## config.mk

```make
export PLATFORM = sky130hd
export DESIGN_NAME = permutation_lehmer_converter
export DESIGN_NICKNAME = d
export VERILOG_FILES = /design/src/rtl/plc_pkg.sv /design/src/rtl/plc_ram.sv /design/src/rtl/plc_ctrl.sv /design/src/rtl/plc_datapath.sv /design/src/rtl/permutation_lehmer_converter.sv
export SDC_FILE = /design/constraint.sdc
export NUM_CORES = 2
export LEC_CHECK = 0
export ABC_CLOCK_PERIOD_IN_PS = 15800
export BUFFER_PORTS_ARGS = -buffer_cell sky130_fd_sc_hd__buf_4
export CAP_MARGIN = 20
export CORE_AREA = 2 2 334 336
export DETAILED_ROUTE_END_ITERATION = 12
export DIE_AREA = 0 0 336 338
export PLACE_DENSITY = 0.75
export SYNTH_ARGS = -nofsm -noshare
export SYNTH_HDL_FRONTEND = slang
export SYNTH_HIERARCHICAL = 1
export SYNTH_SLANG_ARGS = --single-unit
export TNS_END_PERCENT = 30
```

## constraint.sdc

```tcl
create_clock -name i_clk -period 15.8 [get_ports i_clk]
set_clock_uncertainty 0.05 [all_clocks]
set_input_delay 2.37 -clock i_clk [delete_from_list [all_inputs] [get_ports i_clk]]
set_output_delay 2.37 -clock i_clk [all_outputs]
set_load 0.02 [all_outputs]
```

## src/rtl/plc_pkg.sv

```systemverilog
`timescale 1ns / 1ps

package plc_pkg;

    // Tree geometry
    localparam int TREE_LEVELS = 6;
    localparam int MAX_LENGTH  = 64;
    localparam int LEAVES      = 1 << TREE_LEVELS;
    localparam int NODES       = 1 << (TREE_LEVELS + 1);
    localparam int NODE_W      = TREE_LEVELS + 1;
    localparam int CNT_W       = TREE_LEVELS + 1;
    localparam int LVL_W       = $clog2(TREE_LEVELS + 1);

    // Field widths
    localparam int ELEM_W      = 6;
    localparam int LEN_W       = 7;
    localparam int LEN_MIN     = 2;
    localparam int LEN_CAP     = (MAX_LENGTH < LEAVES) ? MAX_LENGTH : LEAVES;

    // Stream and configuration port widths
    localparam int S_TDATA_W   = 8;
    localparam int M_TDATA_W   = 16;
    localparam int CFG_IDX_W   = 2;
    localparam int CFG_DATA_W  = 7;

    // Register indexes
    localparam logic [CFG_IDX_W-1:0] REG_DIRECTION   = CFG_IDX_W'(0);
    localparam logic [CFG_IDX_W-1:0] REG_PERM_LENGTH = CFG_IDX_W'(1);

    // Direction codes
    localparam logic DIR_ENCODE = 1'b0;
    localparam logic DIR_DECODE = 1'b1;

    typedef struct packed {
        logic             start;
        logic             step;
        logic             leaf;
        logic             finish;
        logic [LVL_W-1:0] level;
    } t_dp_cmd;

    typedef struct packed {
        logic walk_done;
        logic to_leaf;
    } t_dp_status;

    // Clamp the programmed length to the supported range
    function automatic logic [LEN_W-1:0] eff_len(input logic [LEN_W-1:0] len);
        logic [LEN_W-1:0] res;
        res = len;
        if (len < LEN_W'(LEN_MIN)) begin
            res = LEN_W'(LEN_MIN);
        end else if (len > LEN_W'(LEN_CAP)) begin
            res = LEN_W'(LEN_CAP);
        end
        return res;
    endfunction

    // Count held by a node right after re-initialization: zero when encoding,
    // the number of leaves below the node that lie under len when decoding.
    function automatic logic [CNT_W-1:0] init_count(input logic             dir,
                                                    input logic [LEN_W-1:0] len,
                                                    input logic [NODE_W-1:0] node);
        logic [NODE_W-1:0] sh;
        logic [CNT_W-1:0]  span;
        logic [LEN_W-1:0]  start;
        logic [LEN_W-1:0]  rem;
        logic [CNT_W-1:0]  cnt;
        sh   = node;
        span = CNT_W'(1);
        for (int s = 0; s < TREE_LEVELS; s++) begin
            if (!sh[NODE_W-1]) begin
                sh   = {sh[NODE_W-2:0], 1'b0};
                span = {span[CNT_W-2:0], 1'b0};
            end
        end
        start = LEN_W'(sh[TREE_LEVELS-1:0]);
        rem   = len - start;
        if (dir == DIR_ENCODE || len <= start) begin
            cnt = '0;
        end else if (rem < LEN_W'(span)) begin
            cnt = CNT_W'(rem);
        end else begin
            cnt = span;
        end
        return cnt;
    endfunction

endpackage

```

## src/rtl/plc_ram.sv

```systemverilog
`timescale 1ns / 1ps

module plc_ram #(
    parameter int WIDTH = 8,
    parameter int DEPTH = 128
) (
    input  logic                     i_clk,
    input  logic                     i_wr_en,
    input  logic [$clog2(DEPTH)-1:0] i_wr_addr,
    input  logic [WIDTH-1:0]         i_wr_data,
    input  logic [$clog2(DEPTH)-1:0] i_rd_addr_a,
    input  logic [$clog2(DEPTH)-1:0] i_rd_addr_b,
    output logic [WIDTH-1:0]         o_rd_data_a,
    output logic [WIDTH-1:0]         o_rd_data_b
);

    logic [WIDTH-1:0] r_mem [DEPTH];

    always_ff @(posedge i_clk) begin
        if (i_wr_en) begin
            r_mem[i_wr_addr] <= i_wr_data;
        end
        o_rd_data_a <= r_mem[i_rd_addr_a];
        o_rd_data_b <= r_mem[i_rd_addr_b];
    end

endmodule

```

## src/rtl/plc_ctrl.sv

```systemverilog
`timescale 1ns / 1ps

module plc_ctrl
    import plc_pkg::*;
(
    input  logic       i_clk,
    input  logic       i_rst_n,
    input  logic       i_in_valid,
    output logic       o_in_ready,
    input  logic       i_cfg_valid,
    output logic       o_cfg_ready,
    output logic       o_out_valid,
    input  logic       i_out_ready,
    input  t_dp_status i_status,
    output t_dp_cmd    o_cmd
);

    typedef enum logic [1:0] {
        ST_IDLE,
        ST_WALK,
        ST_LEAF,
        ST_FINISH
    } t_state;

    t_state           r_state;
    logic [LVL_W-1:0] r_level;
    logic             r_out_valid;
    logic             in_accept;
    logic             finish;

    // A pending register write goes first and holds off the input
    assign in_accept   = i_in_valid && (r_state == ST_IDLE) && !i_cfg_valid;
    assign finish      = (r_state == ST_FINISH) && (!r_out_valid || i_out_ready);
    assign o_in_ready  = (r_state == ST_IDLE) && !i_cfg_valid;
    assign o_cfg_ready = (r_state == ST_IDLE);
    assign o_out_valid = r_out_valid;

    always_comb begin
        o_cmd.start  = in_accept;
        o_cmd.step   = (r_state == ST_WALK);
        o_cmd.leaf   = (r_state == ST_LEAF);
        o_cmd.finish = finish;
        o_cmd.level  = r_level;
    end

    always_ff @(posedge i_clk) begin
        if (!i_rst_n) begin
            r_state     <= ST_IDLE;
            r_level     <= '0;
            r_out_valid <= 1'b0;
        end else begin
            unique case (r_state)
                ST_IDLE: begin
                    if (in_accept) begin
                        r_state <= ST_WALK;
                        r_level <= '0;
                    end
                end
                ST_WALK: begin
                    if (i_status.walk_done) begin
                        r_state <= i_status.to_leaf ? ST_LEAF : ST_FINISH;
                    end else begin
                        r_level <= r_level + LVL_W'(1);
                    end
                end
                ST_LEAF: begin
                    r_state <= ST_FINISH;
                end
                ST_FINISH: begin
                    if (finish) begin
                        r_state <= ST_IDLE;
                    end
                end
                default: begin
                    r_state <= ST_IDLE;
                end
            endcase

            // Output register: load on finish, drop on transfer
            if (finish) begin
                r_out_valid <= 1'b1;
            end else if (i_out_ready) begin
                r_out_valid <= 1'b0;
            end
        end
    end

endmodule

```

## src/rtl/plc_datapath.sv

```systemverilog
`timescale 1ns / 1ps

module plc_datapath
    import plc_pkg::*;
(
    input  logic                  i_clk,
    input  logic                  i_rst_n,
    input  t_dp_cmd               i_cmd,
    output t_dp_status            o_status,
    input  logic [ELEM_W-1:0]     i_in_element,
    input  logic                  i_cfg_wr,
    input  logic [CFG_IDX_W-1:0]  i_cfg_index,
    input  logic [CFG_DATA_W-1:0] i_cfg_data,
    output logic [ELEM_W-1:0]     o_out_value,
    output logic [ELEM_W-1:0]     o_out_position,
    output logic                  o_out_last,
    output logic                  o_out_error
);

    logic              r_dir;
    logic [LEN_W-1:0]  r_len;
    logic [ELEM_W-1:0] r_index;
    logic [NODES-1:0]  r_valid;
    logic [ELEM_W-1:0] r_elem;
    logic [ELEM_W-1:0] r_result;
    logic              r_err;
    logic [NODE_W-1:0] r_node;
    logic [NODE_W-1:0] r_addr_b;
    logic              r_vld_a;
    logic              r_vld_b;
    logic [ELEM_W-1:0] r_out_value;
    logic [ELEM_W-1:0] r_out_pos;
    logic              r_out_last;
    logic              r_out_err;

    logic [ELEM_W-1:0] n_elem;
    logic [ELEM_W-1:0] n_result;
    logic [NODE_W-1:0] n_node;

    logic [LEN_W-1:0]  len_eff;
    logic [CNT_W-1:0]  rd_a;
    logic [CNT_W-1:0]  rd_b;
    logic [CNT_W-1:0]  cnt_a;
    logic [CNT_W-1:0]  cnt_b;
    logic [NODE_W-1:0] addr_a;
    logic [NODE_W-1:0] addr_b;
    logic [NODE_W-1:0] left;
    logic              wr_en;
    logic [CNT_W-1:0]  wr_data;
    logic              step_err;
    logic              walk_done;
    logic              to_leaf;
    logic              last_item;
    logic              cfg_known;

    assign len_eff   = eff_len(r_len);
    assign cnt_a     = r_vld_a ? rd_a : init_count(r_dir, len_eff, r_node);
    assign cnt_b     = r_vld_b ? rd_b : init_count(r_dir, len_eff, r_addr_b);
    assign left      = {r_node[NODE_W-2:0], 1'b0};
    assign last_item = (LEN_W'(r_index) + LEN_W'(1)) >= len_eff;
    assign cfg_known = i_cfg_wr &&
                       (i_cfg_index == REG_DIRECTION || i_cfg_index == REG_PERM_LENGTH);

    always_comb begin
        n_node    = r_node;
        n_elem    = r_elem;
        n_result  = r_result;
        wr_en     = 1'b0;
        wr_data   = cnt_a;
        step_err  = 1'b0;
        walk_done = 1'b0;
        to_leaf   = 1'b0;
        if (i_cmd.start) begin
            n_elem   = i_in_element;
            n_result = i_in_element;
            n_node   = (r_dir == DIR_ENCODE) ? NODE_W'(LEAVES) + NODE_W'(i_in_element)
                                             : NODE_W'(1);
        end else if (i_cmd.step) begin
            if (r_dir == DIR_ENCODE) begin
                // Climb from the leaf, count earlier values to the left
                if (i_cmd.level == '0 &&
                    (LEN_W'(r_elem) >= len_eff || cnt_a != '0)) begin
                    step_err = 1'b1;
                end else begin
                    wr_en   = 1'b1;
                    wr_data = cnt_a + CNT_W'(1);
                    if (r_node[0] && r_node != NODE_W'(1)) begin
                        n_result = r_result - cnt_b[ELEM_W-1:0];
                    end
                    n_node = r_node >> 1;
                end
                walk_done = step_err || (i_cmd.level == LVL_W'(TREE_LEVELS));
            end else begin
                // Descend by left-subtree counts, take one from each node
                if (i_cmd.level == '0 && CNT_W'(r_elem) >= cnt_a) begin
                    step_err = 1'b1;
                end else begin
                    wr_en   = 1'b1;
                    wr_data = cnt_a - CNT_W'(1);
                    if (CNT_W'(r_elem) >= cnt_b) begin
                        n_elem = r_elem - cnt_b[ELEM_W-1:0];
                        n_node = left | NODE_W'(1);
                    end else begin
                        n_node = left;
                    end
                end
                walk_done = step_err || (i_cmd.level == LVL_W'(TREE_LEVELS - 1));
                to_leaf   = !step_err;
            end
        end else if (i_cmd.leaf) begin
            wr_en    = 1'b1;
            wr_data  = '0;
            n_result = r_node[ELEM_W-1:0];
        end
    end

    assign addr_a = n_node;
    assign addr_b = (r_dir == DIR_DECODE) ? {n_node[NODE_W-2:0], 1'b0}
                                          : n_node ^ NODE_W'(1);

    always_comb begin
        o_status.walk_done = walk_done;
        o_status.to_leaf   = to_leaf;
    end

    plc_ram #(
        .WIDTH (CNT_W),
        .DEPTH (NODES)
    ) u_tree_ram (
        .i_clk       (i_clk),
        .i_wr_en     (wr_en),
        .i_wr_addr   (r_node),
        .i_wr_data   (wr_data),
        .i_rd_addr_a (addr_a),
        .i_rd_addr_b (addr_b),
        .o_rd_data_a (rd_a),
        .o_rd_data_b (rd_b)
    );

    always_ff @(posedge i_clk) begin
        if (!i_rst_n) begin
            r_dir   <= DIR_ENCODE;
            r_len   <= LEN_W'(MAX_LENGTH);
            r_index <= '0;
            r_valid <= '0;
        end else begin
            if (i_cfg_wr && i_cfg_index == REG_DIRECTION) begin
                r_dir <= i_cfg_data[0];
            end
            if (i_cfg_wr && i_cfg_index == REG_PERM_LENGTH) begin
                r_len <= i_cfg_data[LEN_W-1:0];
            end
            if (cfg_known || (i_cmd.finish && !r_err && last_item)) begin
                r_valid <= '0;
            end else if (wr_en) begin
                r_valid[r_node] <= 1'b1;
            end
            if (cfg_known) begin
                r_index <= '0;
            end else if (i_cmd.finish && !r_err) begin
                r_index <= last_item ? '0 : r_index + ELEM_W'(1);
            end
        end
    end

    always_ff @(posedge i_clk) begin
        r_node   <= n_node;
        r_elem   <= n_elem;
        r_result <= n_result;
        r_addr_b <= addr_b;
        r_vld_a  <= r_valid[addr_a];
        r_vld_b  <= r_valid[addr_b];
        if (i_cmd.start) begin
            r_err <= 1'b0;
        end else if (step_err) begin
            r_err <= 1'b1;
        end
        if (i_cmd.finish) begin
            r_out_value <= r_err ? '0 : r_result;
            r_out_pos   <= r_index;
            r_out_last  <= !r_err && last_item;
            r_out_err   <= r_err;
        end
    end

    assign o_out_value    = r_out_value;
    assign o_out_position = r_out_pos;
    assign o_out_last     = r_out_last;
    assign o_out_error    = r_out_err;

endmodule

```

## src/rtl/permutation_lehmer_converter.sv

```systemverilog
`timescale 1ns / 1ps

// Permutation <-> Lehmer digit converter, one element per stream transfer.
// Direction 0 takes permutation values and returns each value's Lehmer digit;
// direction 1 takes Lehmer digits and returns the permutation values. A counting
// tree of 2^TREE_LEVELS leaves lives in a two-read, one-write RAM; per-node
// valid flops let the whole tree snap back to its start state at once
// (empty for encode, leaves below the length marked for decode), so there is
// no clearing pass. Each item runs through its accept, TREE_LEVELS + 1 node
// rewrites through the single RAM write port and the result load, and no new
// item is taken before its result is loaded. A rejected item (repeated or
// out-of-range value, or a digit beyond the remaining count) ends after its
// first tree read, skipping the rewrites, with tuser set, zero value and state
// unchanged. Results sit in an output register, so a finished item does not
// block the walk of the next one until that one needs the register. Writing
// direction or perm_length restarts the permutation; write them only while
// idle. A pending register write takes priority and holds off the input.

module permutation_lehmer_converter
    import plc_pkg::*;
(
    input  logic                  i_clk,
    input  logic                  i_rst_n,
    // configuration write channel
    input  logic                  i_cfg_valid,
    output logic                  o_cfg_ready,
    input  logic [CFG_IDX_W-1:0]  i_cfg_index,
    input  logic [CFG_DATA_W-1:0] i_cfg_data,
    // input stream
    input  logic                  s_axis_tvalid,
    output logic                  s_axis_tready,
    input  logic [S_TDATA_W-1:0]  s_axis_tdata,  // [5:0] element, [7:6] unused
    // result stream
    output logic                  m_axis_tvalid,
    input  logic                  m_axis_tready,
    output logic [M_TDATA_W-1:0]  m_axis_tdata,  // [5:0] out_value, [11:6] position, [15:12] zero
    output logic                  m_axis_tlast,
    output logic                  m_axis_tuser   // [0] error
);

    t_dp_cmd           dp_cmd;
    t_dp_status        dp_status;
    logic              cfg_wr;
    logic [ELEM_W-1:0] out_value;
    logic [ELEM_W-1:0] out_position;

    // Config transfer completes only while the controller is idle
    assign cfg_wr = i_cfg_valid && o_cfg_ready;

    plc_ctrl u_ctrl (
        .i_clk       (i_clk),
        .i_rst_n     (i_rst_n),
        .i_in_valid  (s_axis_tvalid),
        .o_in_ready  (s_axis_tready),
        .i_cfg_valid (i_cfg_valid),
        .o_cfg_ready (o_cfg_ready),
        .o_out_valid (m_axis_tvalid),
        .i_out_ready (m_axis_tready),
        .i_status    (dp_status),
        .o_cmd       (dp_cmd)
    );

    plc_datapath u_datapath (
        .i_clk          (i_clk),
        .i_rst_n        (i_rst_n),
        .i_cmd          (dp_cmd),
        .o_status       (dp_status),
        .i_in_element   (s_axis_tdata[ELEM_W-1:0]),
        .i_cfg_wr       (cfg_wr),
        .i_cfg_index    (i_cfg_index),
        .i_cfg_data     (i_cfg_data),
        .o_out_value    (out_value),
        .o_out_position (out_position),
        .o_out_last     (m_axis_tlast),
        .o_out_error    (m_axis_tuser)
    );

    // Pack the result word, zero fill to whole bytes
    assign m_axis_tdata = {{(M_TDATA_W - 2 * ELEM_W){1'b0}}, out_position, out_value};

`ifndef SYNTHESIS
    // A rejected item never closes a permutation and carries zero data
    a_err_result: assert property (@(posedge i_clk) disable iff (!i_rst_n)
        m_axis_tvalid && m_axis_tuser |-> !m_axis_tlast && out_value == '0)
        else $error("rejected item shows last or nonzero value");

    // One item at a time: no new accept right after an accept
    a_single_item: assert property (@(posedge i_clk) disable iff (!i_rst_n)
        s_axis_tvalid && s_axis_tready |=> !s_axis_tready)
        else $error("input accepted while a walk is in progress");

    // A walk starts on the cycle after its accept
    a_walk_follows: assert property (@(posedge i_clk) disable iff (!i_rst_n)
        dp_cmd.start |=> dp_cmd.step)
        else $error("tree walk did not start after accept");

    // Result register is loaded only when empty or being drained
    a_no_overwrite: assert property (@(posedge i_clk) disable iff (!i_rst_n)
        dp_cmd.finish |-> !m_axis_tvalid || m_axis_tready)
        else $error("pending result overwritten");
`endif

endmodule
```

# == After elaboration in Yosys (flattened, before gate mapping) ==
# Memory sizes are Yosys's and may differ from the RTL's. A register that Yosys moved wholly into a read port is not among the register bits.
# Cells that the tools add are included.
# word_totals
reg_bits,191
ram_bits,896
input_bits,22
out_inout_bits,21
wordCells,204
mem_count,1
# memory_table
memory,depth,word_bits,rd,rd_ports_with_merged_regs,wr,line,text
u_datapath.u_tree_ram.r_mem,128,7,2,2,1,plc_ram.sv:17,logic [WIDTH-1:0] r_mem [DEPTH];
# op_classes
addsub,10
n_lt_le_gt_ge,14
eq_ne,15
n_mux,99
n_bitwise,4
n_reduce_logical,43
# op_table
cell,n
$mux 7,33
$or 128x128->128,1
$mux 6,16
$mux 1,32
$lt 7x8->1 const B,3
$ge 6x7->1,3
$logic_and 1x1->1,15
$bmux 1 s7,2
$le 7x6->1,2
$lt 7x7->1,2
$sub 7x6->7,2
$mux 3,4
$sub 6x6->6,2
$mux 2,5
$mux 5,2
$reduce_bool 2->1,5
$logic_or 1x1->1,8
$mux 4,2
$pmux 2 s4,1
$reduce_and 4->1,2
$add 6x1->7 const B,1
$add 7x1->7 const B,1
$add 7x6->7 const A,1
$demux 1 s7,1
other kinds (24),39

# == Logic depth before layout (Yosys ltp) ==
# depth
ltp_word,24
depth_mapped,39
mapped_depth_nobuf,33

# == Modules after synthesis ==
# The synthesis kept the hierarchy.
# by_module_without_submodules
mod,instances,cells_per_inst,area_per_inst_um2,seq_area_each_um2
plc_ram,1,1827,41934.0,27186.1
plc_datapath,1,1493,12245.5,3963.8
plc_ctrl,1,51,435.4,120.1
permutation_lehmer_converter,1,6,40.0,0.0

# == Worst setup path after synthesis ==
# OpenSTA, ideal clock, no wires.
# synth_path
path_kind,register -> register
from,reg u_datapath.r_node[1]
to,mem u_datapath/u_tree_ram/r_mem[0][5] in the netlist's numbering (data pin)
setup_time_ns,1.197
t_arrival_ns,10.596
required_time_ns,14.553
slack_ns,3.957
stages_incl_launch_ff,32
n_path_buf,3
period_less_slack_ns,11.843
cell_sequence,dfxtp_1 > clkbuf_1 > clkbuf_1 > inv_1 > nor3_1 > a21oi_1 > o22a_1 > ha_1 > or2_1 > o2111a_1 > a211oi_1 > ha_1 > a21oi_1 > o21ai_0 > a21oi_2 > buf_6 > nor2_1 > a21oi_1 > a22o_1 > ha_1 > nand2b_1 > a21o_1 > a211oi_1 > o21ai_0 > and2_1 > nand2_1 > nand2_1 > nor4_1 > a31oi_1 > nor3_1 > a21oi_1 > o21ai_0
# synth_via
elab_chain_cells,18
elab_cells_between_ends,27
classes_between,add/sub (3); order compare (3); mux (16); reduce/logical (5)
# synth_lines
item,line,text
from (decl),plc_datapath.sv:27,logic [NODE_W-1:0] r_node;
from (signal assigned),plc_datapath.sv:167,r_node <= n_node;
$mux 7 * (5 in a row),plc_pkg.sv:72,if (!sh[NODE_W-1]) begin
$mux 6,plc_pkg.sv:72,
$sub 7x6->7,plc_pkg.sv:78,rem = len - start;
$lt 7x7->1,plc_pkg.sv:81,end else if (rem < LEN_W'(span)) begin
$mux 7,plc_pkg.sv:81,
$mux 7 *,plc_pkg.sv:79,if (dir == DIR_ENCODE || len <= start) begin
$mux 7 *,plc_datapath.sv:57,"assign cnt_a = r_vld_a ? rd_a : init_count(r_dir, len_eff, r_node);"
"parallel branches: the longest is 6 deep, another holds $ge 6x7->1",--,
$mux 7 *,plc_datapath.sv:73,if (i_cmd.start) begin
net u_datapath.wr_data[5],plc_datapath.sv:49,logic [CNT_W-1:0] wr_data;
to (decl),plc_ram.sv:17,
# Mark *: on every way through the listed nets, which the timed path passes.

# == Final worst setup path ==
# layout_path
from,reg u_datapath.r_node[2]
to,"reg u_datapath.u_tree_ram.o_rd_data_b[2], read port of u_datapath.u_tree_ram.r_mem"
# layout_via
elab_chain_cells,20
elab_cells_between_ends,27
classes_between,add/sub (1); order compare (3); mux (17); bitwise (1); reduce/logical (5)
# layout_lines
item,line,text
"parallel branches: the longest is 16 deep, another holds $sub 7x6->7",--,
$mux 7 *,plc_datapath.sv:78,end else if (i_cmd.step) begin
$mux 7 *,plc_datapath.sv:73,
$not 1->1 (no line),--,
$mux 7 *,plc_datapath.sv:118,"assign addr_b = (r_dir == DIR_DECODE) ? {n_node[NODE_W-2:0], 1'b0}"
to (decl),plc_ram.sv:14,output logic [WIDTH-1:0] o_rd_data_b
# Mark *: on every way between the ends.
# A chain may end at the register's enable or synchronous reset.

==> summary.md <==
| Metric | Value |
|---|---|
| RSZ-0062 raised after global routing | false |
| Synthesized area | 54650 µm² |
| Flop pwr share | between 20% and 30% |
| Type of the worst setup path | reg -> reg |
| Clock share of power | a little under a fifth |
| Number of enable flip-flop cells after synthesis | ~920 |
| Worst path max stage delay | 1.03 ns |
| CP top delay family | compound AO/OA/AOI/OAI gates |
| Slowest CP cell | dfxtp_1 |
| Vias/cell | 6.706 |
| TritonCTS clock tree | done |
| CP max FO | between 100 and 150 |
| Yosys top cell area share | 50.66% |
| Hold Crit Endpoint | u_datapath/r_valid[81]$_SDFFE_PP0P_ |
| Worst-Skew Late Latency | 0.71 ns |
| Library cells used by synthesis | between 90 and 100 |
| Int Pwr | about 8600 µW |
| Synth Instances | 3377 |
| Port buffer count | 36 |
| Post-synthesis sequential area ratio | 57.21% |
| Setup repair bufs after CTS | 0 |
| Crit. End Element | flop |
| Most used cell, CP | a211oi_1 |
| Async SR Flop Fraction | 0% |
| Period Utilization, post-route | just under 70% |
| MaxCap Viol Count | 0 |
| Synth warn | 6 |
| Pwr dens | ~230 nW/µm² |
| P_sw | 5552 µW |
| Sw Ratio | about two fifths |
| Die H | between 300 and 400 µm |
| Worst min-delay path class | reg -> reg |
| Final Power | between 10000 and 15000 µW |
| Final Hold Viols | 0 |
| Setup WS pre-CTS | approximately 5.2 ns |
| Setup Total Neg Slack | 0 ns |
| Area contributors post-synth | edfxtp_1 51%, mux4_2 24%, dfxtp_1 6.6% |
| Final Util | between 50% and 60% |
| Vias | about 33000 |
| Initial antenna violation count | 6 |
| Max Slew Vio Count | 0 |
| Hold path depth | 2 |
| Initial Util | around half |
| Non-filler cells, final | around 4900 |
| Tot GR Track Use | about a quarter |
| Syn Area/Cell | 16.18 µm² |
| Register bit total from synthesis | around 1100 |
| WP data arrival | roughly 11 ns |
| Area delta synth->final | 9.922% |
| Pre-antenna DRT Iters | 7 |
| IO Pins | between 40 and 50 |
| Die ar. | 113600 µm² |
| Crit start category | flop |
| Sink Count | 1101 |
| Starting DRT DRC Count | roughly 4700 |
| Fin nets | 3438 |
| Setup slack, reg-to-reg | 4.99 ns |
| Reg clk slew, reported paths | about 0.06 ns |
| Maximum clock rate | around 0.092 GHz |
| Setup Viol. Count Final | 0 |
| Max Buffers Root-to-Sink | 3 |
| Antenna Nets Post-Route | 0 |
| Ys flop type | edfxtp_1 |
| CTS root buf | clkbuf_16 |
| Post-synth top area cell | edfxtp_1 |
| Max H-tree Level | 3 |
| Post-cts repair resize count | 0 |
| Maximum vdd drop | 0.0003048 V |
| Number of global-route vias before repair | between 30000 and 40000 |
| PnR worst setup slack | 4.986 ns |
| CP required | about 16 ns |
| Cell count after placement | between 4000 and 5000 |
| CTS Buf Count | 112 |
| FP Rows | about 120 |
| Largest net degree at the start of global routing | between 100 and 150 |
| Fin crit period | around 11 ns |
| Worst Path Buf+Inv | 4 |
| DR WL/cell | slightly below 30 µm |
| Layout cells sized above 1 | between 20% and 30% |
| Commonest cells in the netlist | 922 x edfxtp_1, 588 x mux4_2, 320 x nor2_1 |
| Status | complete, no violations |
| Gpl congestion | 0.9012 |
| Core ar. | ~110000 µm² |
| Cells on worst reg2reg path | 30 |
| Relative slew slack | between 20% and 30% |
| Most numerous cell in the Yosys netlist | edfxtp_1 |
| Die X | 336 µm |
| First-pass GRT wire length | around 210000 µm |
| Hold_buf cts | 0 |
| DRC | 0 |
| GRT overflow | 0 |
| Reg-to-Reg Start | u_datapath/r_node[2]$_DFF_P_ |
| Fill cell count | just over 8000 |
| Final HPWL DP | around 88000 µm |
| Leakage | slightly below 0.02 µW |
| FF-to-FF End | u_datapath/u_tree_ram/o_rd_data_b[2]$_DFF_P_ |
| Post-Route WL | roughly 140000 µm |
| Comb pwr share | between 50% and 60% |
| Slew @ Worst Pin | around 1.1 ns |
| HP Start | u_datapath/r_valid[81]$_SDFFE_PP0P_ |
==> worst max path at each step <==
stage	depth (start not counted)	to	from
final	30	u_datapath/u_tree_ram/o_rd_data_b[2]$_DFF_P_	u_datapath/r_node[2]$_DFF_P_
after global routing	30	u_datapath/u_tree_ram/o_rd_data_a[3]$_DFF_P_	u_datapath/r_node[2]$_DFF_P_
after CTS	30	u_datapath/u_tree_ram/o_rd_data_a[3]$_DFF_P_	u_datapath/r_node[2]$_DFF_P_
after detailed placement	30	u_datapath/u_tree_ram/o_rd_data_a[3]$_DFF_P_	u_datapath/r_node[2]$_DFF_P_
after global placement	30	u_datapath/u_tree_ram/o_rd_data_a[3]$_DFF_P_	u_datapath/r_node[2]$_DFF_P_
after floorplan	31	u_datapath/u_tree_ram/r_mem[0][5]$_DFFE_PP_	u_datapath/r_node[1]$_DFF_P_
==> power by group through the flow <==
stage          clock, µW  combinational [µW]  sequential (µW)
3_5_place_dp           0                7500             3880
2_1_floorplan          0                5380             3940
4_1_cts             2650                7550             3820
3_3_place_gp           0                7400             3870
6_report            2620                7670             3820
5_1_grt             2760                8030             3820
==> cell type report <==
class / instances / area (µm²) / area share [%]
antenna: 3 / 7.507 / 0.01250
clock inverter: 64 / 581.8 / 0.9684
multi-input combinational: 1977 / 22150 / 36.86
inverter: 52 / 217.7 / 0.3624
sequential: 1101 / 31270 / 52.05
tap: 1488 / 1862 / 3.099
timing repair buffer: 105 / 917.1 / 1.527
clock buffer: 148 / 3074 / 5.117
==> logic make-up after synthesis <==
logic type | Yosys count | share of synthesized area, %
buf+inv | 302 | 2.585
xor+xnor | 19 | 0.3045
other cells | 1 | 0.006861
compound gates | 465 | 5.641
simple gates | 691 | 5.712
mux | 731 | 26.95
flops | 1101 | 57.21
fa+ha+maj | 67 | 1.589
==> sequential cells by signal (all words and copies together) (netlist names), 7 cells and up <==
name and count:
u_datapath/r_addr_b 7, u_datapath/r_len 7, u_datapath/r_node 7, u_datapath/r_valid 128, u_datapath/u_tree_ram/o_rd_data_a 7, u_datapath/u_tree_ram/o_rd_data_b 7, u_datapath/u_tree_ram/r_mem 896
==> cell usage in the layout, fill, tap and decap left out, drive strengths merged, types with 8 or more instances in the layout <==
| cell type | netlist | layout |
|---|---|---|
| nand3 | 39 | 39 |
| a21o | 18 | 18 |
| mux2i | 102 | 102 |
| a22o | 13 | 13 |
| xnor2 | 12 | 12 |
| buf | 133 | 105 |
| nand2b | 21 | 21 |
| nor3 | 38 | 38 |
| nor2b | 37 | 37 |
| o211ai | 15 | 15 |
| a21oi | 188 | 188 |
| and3 | 11 | 11 |
| ha | 63 | 63 |
| nand2 | 157 | 157 |
| clkbuf | 117 | 148 |
| a31oi | 13 | 13 |
| a22oi | 14 | 14 |
| a41o | 8 | 8 |
| dfxtp | 179 | 179 |
| a2111oi | 8 | 8 |
| clkinv | 2 | 48 |
| and2 | 31 | 31 |
| o21ai | 80 | 80 |
| o22ai | 10 | 10 |
| edfxtp | 922 | 922 |
| mux4 | 588 | 588 |
| a211oi | 21 | 21 |
| mux2 | 41 | 41 |
| o21a | 9 | 9 |
| inv | 50 | 59 |
| a311o | 14 | 14 |
| nor2 | 320 | 320 |
==> through the flow <==
stage	instance area, µm²	hold WS (ns)
after floorplan	54670	0.3564
after global placement	56320	0.4103
after detailed placement	56320	0.4209
after CTS	59980	0.4356
after global routing	60070	0.4601
final	60080	0.4379
==> routing by layer <==
layer | routed length (µm) | global-route usage [%] | share of wire, %
met1 | 53390 | 34.41 | 37
met2 | 69950 | 41.57 | 49
met3 | 15440 | 4.988 | 11
met4 | 4538 | 8.577 | 3.2
met5 | 0 | 0 | 0
==> worst min-delay path: cells and delay by family, from the launching register on <==
family | cells | cell delay [ns]
AND/OR/NAND/NOR | 1 | 0.07
flip-flops | 1 | 0.34
AO/OA/AOI/OAI | 1 | 0.05
No activity file was read; power rests on OpenSTA's default activity.
